`src/nir_pkg.sv`:
```
// Shared types and constants for the pulse-distance IR frame transmitter.
// No dependencies; imported by the core.
package nir_pkg;

    localparam int UNIT_W   = 16;
    localparam int FRAME_W  = 20;
    localparam int CFG_IDX_W  = 1;
    localparam int CFG_DATA_W = 20;

    localparam logic [CFG_IDX_W-1:0] REG_UNIT_TICKS  = 1'b0;
    localparam logic [CFG_IDX_W-1:0] REG_FRAME_TICKS = 1'b1;

    localparam logic [UNIT_W-1:0]  UNIT_TICKS_RST  = 16'd562;
    localparam logic [FRAME_W-1:0] FRAME_TICKS_RST = 20'd108000;

    localparam logic [FRAME_W-1:0] ELAPSED_MAX = {FRAME_W{1'b1}};

    localparam int BITS_PER_BYTE = 8;

    // input beat action codes
    localparam logic ACT_TICK = 1'b0;
    localparam logic ACT_LOAD = 1'b1;

    typedef enum logic [7:0] {
        PH_IDLE       = 8'b0000_0001,
        PH_LEAD_MARK  = 8'b0000_0010,
        PH_LEAD_SPACE = 8'b0000_0100,
        PH_BIT_MARK   = 8'b0000_1000,
        PH_BIT_SPACE  = 8'b0001_0000,
        PH_END_MARK   = 8'b0010_0000,
        PH_END_SPACE  = 8'b0100_0000,
        PH_GAP        = 8'b1000_0000
    } phase_t;

endpackage

```
`src/nir_channels.sv`:
```
// Valid/ready channel interfaces for the IR frame transmitter.
// Depends on nothing; used by the core top level.
interface nir_in_if;
    logic       valid;
    logic       ready;
    logic       action;
    logic [7:0] data_byte;
    logic       last_byte;

    modport source (output valid, action, data_byte, last_byte, input ready);
    modport sink   (input valid, action, data_byte, last_byte, output ready);
endinterface

interface nir_out_if;
    logic valid;
    logic ready;
    logic led_on;
    logic busy_res;
    logic frame_done;
    logic rejected;

    modport source (output valid, led_on, busy_res, frame_done, rejected, input ready);
    modport sink   (input valid, led_on, busy_res, frame_done, rejected, output ready);
endinterface

```
`src/nec_ir_frame_transmitter_core.sv`:
```
// Pulse-distance IR frame transmitter core: byte buffer, segment timer, result register.
// Depends on nir_pkg and the channel interfaces in nir_channels.sv.
//
// Each input beat is either a time tick or a byte load and yields exactly one result
// beat in the following cycle. The whole update (segment countdown, phase step, elapsed count)
// is a single pass of logic from the state registers into the result register, so a
// new beat is taken every cycle; the only thing that holds input is a full result
// register whose beat the sink has not taken. Loads fill a buffer of MAX_BYTES bytes;
// the byte flagged last starts a frame: leader of 16 units mark, 8 units space, then
// each byte MSB first (one = 1 mark + 3 space, zero = 1 mark + 1 space), an end bit,
// and an off gap up to frame_ticks measured from leader start. Loads during a frame
// are rejected. Configuration is written through cfg_we/cfg_index/cfg_data.
module nec_ir_frame_transmitter_core
    import nir_pkg::*;
#(
    parameter int MAX_BYTES = 4
) (
    input  logic                  clk,
    input  logic                  rst_n,
    input  logic                  cfg_we,
    input  logic [CFG_IDX_W-1:0]  cfg_index,
    input  logic [CFG_DATA_W-1:0] cfg_data,
    nir_in_if.sink                items,
    nir_out_if.source             results
);

    localparam int CNT_W = $clog2(MAX_BYTES + 1);
    localparam int IDX_W = (MAX_BYTES > 1) ? $clog2(MAX_BYTES) : 1;
    localparam logic [CNT_W-1:0] CNT_MAX = CNT_W'(MAX_BYTES);

    logic [UNIT_W-1:0]  unit_ticks_reg;
    logic [FRAME_W-1:0] frame_ticks_reg;

    logic [7:0]         byte_store [MAX_BYTES];
    logic [CNT_W-1:0]   bytes_loaded_reg, bytes_loaded_next;
    phase_t             phase_reg, phase_next;
    logic [CNT_W-1:0]   byte_pos_reg, byte_pos_next;
    logic [2:0]         bit_pos_reg, bit_pos_next;
    logic [FRAME_W-1:0] seg_rem_reg, seg_rem_next;
    logic [FRAME_W-1:0] elapsed_reg, elapsed_next;

    logic out_valid_reg, out_valid_next;
    logic led_reg, busy_reg, done_reg, rej_reg;
    logic led_next, busy_next, done_next, rej_next;

    logic               accept;
    logic               store_we;
    logic [FRAME_W-1:0] seg1, seg3, seg8, seg16;
    logic [FRAME_W-1:0] seg_dec;
    logic [7:0]         cur_byte;
    logic               cur_bit;
    logic [3:0]         bit_inc;
    logic [CNT_W-1:0]   byte_inc;

    assign items.ready = !out_valid_reg || results.ready;
    assign accept      = items.valid && items.ready;

    assign seg1  = FRAME_W'(unit_ticks_reg);
    assign seg3  = FRAME_W'({unit_ticks_reg, 1'b0}) + FRAME_W'(unit_ticks_reg);
    assign seg8  = FRAME_W'({unit_ticks_reg, 3'b000});
    assign seg16 = FRAME_W'({unit_ticks_reg, 4'b0000});

    // byte_pos is below bytes_loaded whenever a bit mark is in progress
    assign cur_byte = byte_store[byte_pos_reg[IDX_W-1:0]];
    assign cur_bit  = cur_byte[3'd7 - bit_pos_reg];
    assign bit_inc  = {1'b0, bit_pos_reg} + 4'd1;
    assign byte_inc = byte_pos_reg + CNT_W'(1);
    assign seg_dec  = (seg_rem_reg != '0) ? seg_rem_reg - FRAME_W'(1) : '0;

    always_comb
    begin
        bytes_loaded_next = bytes_loaded_reg;
        phase_next        = phase_reg;
        byte_pos_next     = byte_pos_reg;
        bit_pos_next      = bit_pos_reg;
        seg_rem_next      = seg_rem_reg;
        elapsed_next      = elapsed_reg;
        store_we          = 1'b0;
        led_next          = 1'b0;
        busy_next         = 1'b0;
        done_next         = 1'b0;
        rej_next          = 1'b0;

        if (items.action == ACT_LOAD)
        begin
            if (phase_reg != PH_IDLE)
            begin
                rej_next  = 1'b1;
                busy_next = 1'b1;
            end
            else if (bytes_loaded_reg >= CNT_MAX)
            begin
                // full: drop the byte; a last flag empties the buffer
                rej_next = 1'b1;
                if (items.last_byte)
                    bytes_loaded_next = '0;
            end
            else
            begin
                store_we          = 1'b1;
                bytes_loaded_next = bytes_loaded_reg + CNT_W'(1);
                if (items.last_byte)
                begin
                    phase_next    = PH_LEAD_MARK;
                    seg_rem_next  = seg16;
                    elapsed_next  = '0;
                    byte_pos_next = '0;
                    bit_pos_next  = '0;
                    busy_next     = 1'b1;
                end
            end
        end
        else if (phase_reg != PH_IDLE)
        begin
            busy_next    = 1'b1;
            led_next     = (phase_reg == PH_LEAD_MARK) || (phase_reg == PH_BIT_MARK) ||
                           (phase_reg == PH_END_MARK);
            elapsed_next = (elapsed_reg != ELAPSED_MAX) ? elapsed_reg + FRAME_W'(1)
                                                        : elapsed_reg;
            seg_rem_next = seg_dec;
            if (seg_dec == '0)
            begin
                case (phase_reg)
                    PH_LEAD_MARK:
                    begin
                        phase_next   = PH_LEAD_SPACE;
                        seg_rem_next = seg8;
                    end
                    PH_LEAD_SPACE:
                    begin
                        byte_pos_next = '0;
                        bit_pos_next  = '0;
                        phase_next    = (bytes_loaded_reg != '0) ? PH_BIT_MARK : PH_END_MARK;
                        seg_rem_next  = seg1;
                    end
                    PH_BIT_MARK:
                    begin
                        phase_next   = PH_BIT_SPACE;
                        seg_rem_next = cur_bit ? seg3 : seg1;
                    end
                    PH_BIT_SPACE:
                    begin
                        seg_rem_next = seg1;
                        if (bit_inc == 4'(BITS_PER_BYTE))
                        begin
                            bit_pos_next  = '0;
                            byte_pos_next = byte_inc;
                            phase_next    = (byte_inc >= bytes_loaded_reg) ? PH_END_MARK
                                                                           : PH_BIT_MARK;
                        end
                        else
                        begin
                            bit_pos_next = bit_inc[2:0];
                            phase_next   = (byte_pos_reg >= bytes_loaded_reg) ? PH_END_MARK
                                                                              : PH_BIT_MARK;
                        end
                    end
                    PH_END_MARK:
                    begin
                        phase_next   = PH_END_SPACE;
                        seg_rem_next = seg1;
                    end
                    PH_END_SPACE:
                    begin
                        if (elapsed_next < frame_ticks_reg)
                        begin
                            phase_next   = PH_GAP;
                            seg_rem_next = frame_ticks_reg - elapsed_next;
                        end
                        else
                        begin
                            done_next = 1'b1;
                        end
                    end
                    default:
                    begin
                        done_next = 1'b1;
                    end
                endcase
                if (done_next)
                begin
                    phase_next        = PH_IDLE;
                    seg_rem_next      = '0;
                    bytes_loaded_next = '0;
                    byte_pos_next     = '0;
                    bit_pos_next      = '0;
                end
            end
        end
    end

    always_comb
    begin
        if (accept)
            out_valid_next = 1'b1;
        else if (results.ready)
            out_valid_next = 1'b0;
        else
            out_valid_next = out_valid_reg;
    end

    always_ff @(posedge clk or negedge rst_n)
    begin
        if (!rst_n)
        begin
            unit_ticks_reg  <= UNIT_TICKS_RST;
            frame_ticks_reg <= FRAME_TICKS_RST;
        end
        else if (cfg_we)
        begin
            case (cfg_index)
                REG_UNIT_TICKS:  unit_ticks_reg  <= cfg_data[UNIT_W-1:0];
                REG_FRAME_TICKS: frame_ticks_reg <= cfg_data[FRAME_W-1:0];
                default: ;
            endcase
        end
    end

    always_ff @(posedge clk or negedge rst_n)
    begin
        if (!rst_n)
        begin
            bytes_loaded_reg <= '0;
            phase_reg        <= PH_IDLE;
            byte_pos_reg     <= '0;
            bit_pos_reg      <= '0;
            seg_rem_reg      <= '0;
            elapsed_reg      <= '0;
            out_valid_reg    <= 1'b0;
        end
        else
        begin
            out_valid_reg <= out_valid_next;
            if (accept)
            begin
                bytes_loaded_reg <= bytes_loaded_next;
                phase_reg        <= phase_next;
                byte_pos_reg     <= byte_pos_next;
                bit_pos_reg      <= bit_pos_next;
                seg_rem_reg      <= seg_rem_next;
                elapsed_reg      <= elapsed_next;
            end
        end
    end

    // payload only: buffer and result beat
    always_ff @(posedge clk)
    begin
        if (accept && store_we)
            byte_store[bytes_loaded_reg[IDX_W-1:0]] <= items.data_byte;
        if (accept)
        begin
            led_reg  <= led_next;
            busy_reg <= busy_next;
            done_reg <= done_next;
            rej_reg  <= rej_next;
        end
    end

    assign results.valid      = out_valid_reg;
    assign results.led_on     = led_reg;
    assign results.busy_res   = busy_reg;
    assign results.frame_done = done_reg;
    assign results.rejected   = rej_reg;

endmodule

```
`src/flat_wrapper.sv`:
```
// flat-port wrapper written by rule: the top's interface ports become plain ports
module nec_ir_frame_transmitter_core_flat import nir_pkg::*;
#(
    parameter int MAX_BYTES = 4
)
  (clk, rst_n, cfg_we, cfg_index, cfg_data, items_valid, items_action, items_data_byte, items_last_byte, items_ready, results_valid, results_led_on, results_busy_res, results_frame_done, results_rejected, results_ready);
  nir_in_if items_i ();
  nir_out_if results_i ();
  input  logic clk;
  input  logic rst_n;
  input  logic cfg_we;
  input  logic [CFG_IDX_W-1:0] cfg_index;
  input  logic [CFG_DATA_W-1:0] cfg_data;
  input wire logic [$bits(items_i.valid)-1:0] items_valid;
  input wire logic [$bits(items_i.action)-1:0] items_action;
  input wire logic [$bits(items_i.data_byte)-1:0] items_data_byte;
  input wire logic [$bits(items_i.last_byte)-1:0] items_last_byte;
  output wire logic [$bits(items_i.ready)-1:0] items_ready;
  output wire logic [$bits(results_i.valid)-1:0] results_valid;
  output wire logic [$bits(results_i.led_on)-1:0] results_led_on;
  output wire logic [$bits(results_i.busy_res)-1:0] results_busy_res;
  output wire logic [$bits(results_i.frame_done)-1:0] results_frame_done;
  output wire logic [$bits(results_i.rejected)-1:0] results_rejected;
  input wire logic [$bits(results_i.ready)-1:0] results_ready;
  assign items_i.valid = items_valid;
  assign items_i.action = items_action;
  assign items_i.data_byte = items_data_byte;
  assign items_i.last_byte = items_last_byte;
  assign items_ready = items_i.ready;
  assign results_valid = results_i.valid;
  assign results_led_on = results_i.led_on;
  assign results_busy_res = results_i.busy_res;
  assign results_frame_done = results_i.frame_done;
  assign results_rejected = results_i.rejected;
  assign results_i.ready = results_ready;
  nec_ir_frame_transmitter_core #(.MAX_BYTES(MAX_BYTES)) u_core (.clk(clk), .rst_n(rst_n), .cfg_we(cfg_we), .cfg_index(cfg_index), .cfg_data(cfg_data), .items(items_i), .results(results_i));
endmodule
```
`config.mk`:
```
export PLATFORM = sky130hd
export DESIGN_NAME = nec_ir_frame_transmitter_core_flat
export DESIGN_NICKNAME = d
export VERILOG_FILES = /design/src/nir_pkg.sv /design/src/nir_channels.sv /design/src/nec_ir_frame_transmitter_core.sv /design/src/flat_wrapper.sv
export SDC_FILE = /design/constraint.sdc
export NUM_CORES = 1
export LEC_CHECK = 0
export ABC_CLOCK_PERIOD_IN_PS = 5500
export BUFFER_PORTS_ARGS = -buffer_cell sky130_fd_sc_hd__buf_4
export CORE_UTILIZATION = 43
export CTS_CLUSTER_SIZE = 40
export DETAILED_ROUTE_END_ITERATION = 10
export GPL_TIMING_DRIVEN = 1
export SLEW_MARGIN = 25
export SYNTH_ARGS = -nofsm -noshare
export SYNTH_HDL_FRONTEND = slang
export SYNTH_SLANG_ARGS = --single-unit
```
`constraint.sdc`:
```
create_clock -name clk -period 5.5 [get_ports clk]
set_clock_uncertainty 0.1 [all_clocks]
set_input_delay 1.1 -clock clk [delete_from_list [all_inputs] [get_ports clk]]
set_output_delay 1.1 -clock clk [all_outputs]
set_load 0.02 [all_outputs]
```
# Yosys cells after proc, flatten, opt, wreduce, memory -nomap -nowiden

Memories as Yosys holds them, arrays and structs flattened.
Index checks and enable logic that the tools add are counted.
W data, S select, Z words.

Bits in registers: 98
Memory bits (writable): 32
Bits of input ports: 36
Output and inout bits: 6
Logic and storage cells: 143
Memories: 1

$add $sub $neg: 8
$lt $le $gt $ge: 5
Eq/ne operators: 14
Mux-type cells: 72
Bitwise logic cells: 3
Reductions and logical operators: 27

Memories:

| memory            | depth | width | rd ports | clocked after Yosys merged registers in | wr ports | line                                | text |
|---|---|---|---|---|---|---|---|
| u_core.byte_store | 4     | 8     | 1        | 0                                       | 1        | nec_ir_frame_transmitter_core.sv:34 | `logic [7:0] byte_store [MAX_BYTES];` |

Operators with widths:

| operator                | number |
|---|---|
| $mux W20                | 16 |
| $pmux W20 S4            | 1 |
| $mux W8                 | 9 |
| $mux W3                 | 19 |
| $pmux W8 S6             | 1 |
| $add A20 B1 Y20 const B | 1 |
| $logic_not A20 Y1       | 1 |
| $lt A20 B20 Y1          | 1 |
| $ne A20 B20 Y1 const B  | 1 |
| $reduce_bool A20 Y1     | 1 |
| $sub A20 B1 Y20 const B | 1 |
| $sub A20 B20 Y20        | 1 |
| $mux W1                 | 19 |
| $add A17 B16 Y18        | 1 |
| $mux W6                 | 3 |
| $reduce_and A8 Y1       | 2 |
| $pmux W3 S2             | 2 |
| $reduce_bool A2 Y1      | 5 |
| $eq A8 B2 Y1 const B    | 1 |
| $eq A8 B3 Y1 const B    | 1 |
| $eq A8 B4 Y1 const B    | 1 |
| $eq A8 B5 Y1 const B    | 1 |
| $eq A8 B6 Y1 const B    | 1 |
| $eq A8 B7 Y1 const B    | 1 |
| 28 further kinds        | 38 |

# Logic depth before layout (Yosys ltp)

Depth after elaboration: 12
Mapped depth: 18
Depth with buffers taken out: 16

# Worst setup path before layout

OpenSTA, ideal clock, no wires.

Kind: reg-to-reg
From: register u_core.elapsed_reg[8]
To: register u_core.bit_pos_reg[0]
Library setup time: 0.125 ns
Data arrival time: 4.249 ns
Data required time: 5.275 ns
Slack: 1.026 ns
Cell stages (with the launch flop): 19
Period minus slack after synthesis: 4.474 ns
Cells stage by stage: dfrtp_1 > clkbuf_1 > and3_1 > nand4_1 > nor4_2 > nor2_1 > nand3_1 > nor3_1 > xnor2_1 > ha_1 > clkbuf_1 > a21o_1 > a31oi_1 > nor4bb_1 > o21ai_0 > a21oi_1 > nor3_1 > nor3_4 > mux2_4

Cells in the longest elaborated chain, start to end: 12

Ends and longest elaborated chain:

| element                                           | line                                 | text |
|---|---|---|
| start: declaration                                | nec_ir_frame_transmitter_core.sv:40  | `logic [FRAME_W-1:0] elapsed_reg, elapsed_next;` |
| start signal: assignment                          | nec_ir_frame_transmitter_core.sv:241 | `elapsed_reg <= elapsed_next;` |
| $add A20 B1 Y20 or $ne A20 B20 Y1 (tied branches) | nec_ir_frame_transmitter_core.sv:118 | `elapsed_next = (elapsed_reg != ELAPSED_MAX) ? elapsed_reg + FRAME_W'(1)` |
| $mux W20 (*)                                      | nec_ir_frame_transmitter_core.sv:118 |  |
| $lt A20 B20 Y1 (*)                                | nec_ir_frame_transmitter_core.sv:165 | `if (elapsed_next < frame_ticks_reg)` |
| $mux W1 (*)                                       | nec_ir_frame_transmitter_core.sv:165 |  |
| $pmux W1 S2 (*)                                   | nec_ir_frame_transmitter_core.sv:123 | `case (phase_reg)` |
| $mux W1 (*)                                       | nec_ir_frame_transmitter_core.sv:121 | `if (seg_dec == '0)` |
| $mux W1 (*)                                       | nec_ir_frame_transmitter_core.sv:113 | `else if (phase_reg != PH_IDLE)` |
| $mux W1 (*)                                       | nec_ir_frame_transmitter_core.sv:84  | `if (items.action == ACT_LOAD)` |
| $mux W3                                           | nec_ir_frame_transmitter_core.sv:180 | `if (done_next)` |
| $mux W3                                           | nec_ir_frame_transmitter_core.sv:121 |  |
| $mux W3                                           | nec_ir_frame_transmitter_core.sv:113 |  |
| $mux W3                                           | nec_ir_frame_transmitter_core.sv:84  |  |
| end signal: assignment                            | nec_ir_frame_transmitter_core.sv:239 | `bit_pos_reg <= bit_pos_next;` |
| end: declaration                                  | nec_ir_frame_transmitter_core.sv:38  | `logic [2:0] bit_pos_reg, bit_pos_next;` |

Mark *: on every way between the ends. The rest lies on a longest branch, timed or not. The select of a mux whose other input is x is not followed.
A chain may end at the register's enable or synchronous reset.

# Final worst setup path

From: register u_core.elapsed_reg[8]
To: register u_core.bit_pos_reg[1]

The elaborated chain is that of the path after synthesis.

==> flow_metrics.tcl <==
set metrics [dict create \
    crit_path_start "u_core.elapsed_reg[8]" \
    grt_pass1_vias 7532 \
    fmax_mhz 216 \
    vias 8052 \
    placed_cells 1305 \
    die_w_um 150 \
    critPathKind "register to register" \
    h-tree-depth 4 \
    r2r_start "u_core.elapsed_reg[8]" \
    slowest_delay_ps 460 \
    antenna_found_initial 0 \
    rows 53 \
    async_flop_share 0.723 \
    hp-class "register to register" \
    cp_data_required_time_ps 5710 \
    cp.arrival_ps 4830 \
    end_kind "register" \
    tns_ps 0 \
    grt_max_degree 60 \
    drt_first_pass_iters 6 \
    ff2ff_path_depth 18 \
    hold_viol 0 \
    largest_register_ffs 32 \
    hpwl_mm 19.7 \
    slew_viol_final 0 \
    netlist_area_sq_um 9420 \
    die_y_um 150 \
    antennaDiodeCount 0 \
    initial_utilization 0.444 \
    cp.depth 18 \
    power_density_nw_per_um2 376 \
    drc 0 \
    core_sq_um 21200 \
    ys.warnings.count 0 \
    grt_overflow 0 \
    antenna_left 0 \
    synth_top_area_frac 0.215 \
    status "complete, no violations" \
    cts_setup_buffers 0 \
    fin_crit_sh 0.840 \
    nNetsFinal 1140 \
    ys.flop_type "dfrtp_1" \
    syn-instance-count 1021 \
    hp-start "u_core.frame_ticks_reg[0]" \
    grt_pass1_wl_mm 42.1 \
    ys_seq_area_frac 0.366 \
    synth_area_leaders "dfrtp_1, edfxtp_1, ha_1" \
    clock_sinks 130 \
    ir_drop_v 0.000245 \
    drtIter0Drc 672 \
    io_buffers 41 \
    critPathLaunchType "register" \
    cts_tree "built" \
    clockRootBuffer "clkbuf_16" \
    whs_path_depth 1 \
    hold_path_end "u_core.frame_ticks_reg[0]" \
    place_congestion 0.928 \
    holdBufCountCts 0 \
    synth.distinct_cells 87 \
    yosysTopAreaCell "dfrtp_1" \
    crit_buf_inv 2 \
    maxSlewHeadroom 0.267 \
    io-pin-count 42 \
    cts_max_path_buffers 2 \
    drt_wl_total_mm 26.4 \
    clock_latency_ps 430 \
    cts_resized 0 \
    path_cells "and3_1 > nand4_1 > nor4_2 > buf_4 > nor2_1 > nand3_1 > nor3_1 > xnor2_1 > ha_1 > a21o_1 > a31oi_1 > nor4bb_1 > o21ai_0 > a21oi_1 > buf_4 > nor3_1 > nor3_4 > mux2_4" \
    worstMarginPinSlew_ps 1090 \
    drive_gt1_frac 0.161 \
    critical-path-top-delay-family "simple AND/OR/NAND/NOR gates" \
    post-route-min-period_ps 4620 \
    grt.total_usage 0.245 \
    synth_edf_count 36 \
    setup_viol 0 \
    cap_violations 0 \
    ys_ff_latch 130 \
    area_growth_pct 11.9 \
    cp_max_fo 8 \
    layoutNonFillerInstCount 1337 \
    clkTransAtPathRegs_ps 70 \
    rsz0062_at_grt "no" \
    power.static_leakage_nw 4.05 \
    syn_area_per_cell_sq_um 9.22 \
    routed_via_density 6.02 \
    worst_path_max_delay_cell "dfrtp_1" \
    synth_fp_nets 1112 \
    wl_per_cell_um 19.7 \
    rrSetupSlack_ps 880 \
    die_area_sq_um 22500 \
    rr_endpoint "u_core.bit_pos_reg[1]" \
    numCtsBuffers 17 \
]
## where the power goes
| group | switching (mW) | leakage, nW | internal, mW |
|---|---|---|---|
| clock network | 0.508 | 0.280 | 0.605 |
| registers | 0.277 | 1.45 | 1.15 |
| logic | 0.805 | 2.32 | 0.614 |
| total | 1.59 | 4.05 | 2.37 |
## cells in the final DEF, fill, tap and decap left out, drive strengths merged, types with 10 or more instances in the layout
cell type  instances
o31ai             10
a31oi             12
ha                53
dfrtp             81
nor3              43
dfstp             13
a21o              14
nand3             28
buf               52
inv               43
a21oi             55
mux2i             13
xor2              15
edfxtp            36
o21ai            100
nor2b             17
clkbuf            17
nand2             89
mux2              43
a211oi            13
xnor2             30
or3               19
nand4             12
nor4              15
nor2              73
o21a              12
## synthesized netlist by cell type, types with 9 or more instances
| library cell | n |
|---|---|
| edfxtp_1 | 36 |
| xor2_1 | 15 |
| ha_1 | 53 |
| or3_1 | 17 |
| o31ai_1 | 10 |
| nor4_1 | 10 |
| nand4_1 | 12 |
| a21oi_1 | 55 |
| xnor2_1 | 30 |
| dfstp_2 | 13 |
| nand2_1 | 89 |
| nand3_1 | 27 |
| o22ai_1 | 9 |
| a21o_1 | 14 |
| a211oi_1 | 12 |
| a31oi_1 | 12 |
| and3_1 | 9 |
| mux2_2 | 41 |
| dfrtp_1 | 81 |
| buf_2 | 10 |
| nor3_1 | 38 |
| nor2_1 | 71 |
| o21ai_0 | 96 |
| nor2b_1 | 17 |
| mux2i_1 | 13 |
| o21a_1 | 12 |
| inv_1 | 35 |
| clkbuf_1 | 26 |
## layer usage
| layer | up-vias | wire [um] | GRT usage |
|---|---|---|---|
| met5 | - | 0 | 0 |
| met4 | 0 | 514 | 0.0707 |
| met3 | 35 | 1420 | 0.0442 |
| met2 | 239 | 12100 | 0.384 |
| met1 | 3868 | 12400 | 0.344 |
| li1 | 3910 | - | - |
## cell type report
cell class | count | area [sq um]
tap | 275 | 344
clock inverter | 15 | 164
sequential | 130 | 3450
multi-input combinational | 812 | 5630
inverter | 36 | 135
fill | 1997 | 10700
clock buffer | 17 | 425
timing repair buffer | 52 | 390
## logic make-up after synthesis
| group | synth area share |
|---|---|
| XOR/XNOR | 0.0419 |
| multiplexers | 0.0660 |
| adder cells (fa/ha/maj) | 0.0747 |
| flip-flops | 0.366 |
| AO/OA/AOI/OAI | 0.211 |
| AND/OR/NAND/NOR | 0.203 |
| buffers and inverters | 0.0368 |
## stage by stage
| step | util | worst slack [ps] | total power, mW | instance area (sq um) | hold WS [ps] |
|---|---|---|---|---|---|
| finish | 0.497 | 879 | 3.96 | 10500 | 411 |
| global route | 0.497 | 321 | 4.21 | 10500 | 421 |
| CTS | 0.497 | 887 | 3.96 | 10500 | 414 |
| global placement | 0.469 | 1030 | 2.83 | 9950 | 394 |
| floorplan | - | 1030 | 2.43 | 9420 | 379 |
| detailed placement | 0.469 | 945 | 2.84 | 9950 | 398 |
## worst max-delay path by stage
stage | endpoint | slack [ps]
detailed placement | u_core.bit_pos_reg[0] | 940
CTS | u_core.bit_pos_reg[1] | 890
global placement | u_core.bit_pos_reg[1] | 1030
global route | u_core.bytes_loaded_reg[2] | 320
floorplan | u_core.bit_pos_reg[0] | 1030
finish | u_core.bit_pos_reg[1] | 880
(Power assumes the default switching activity.)
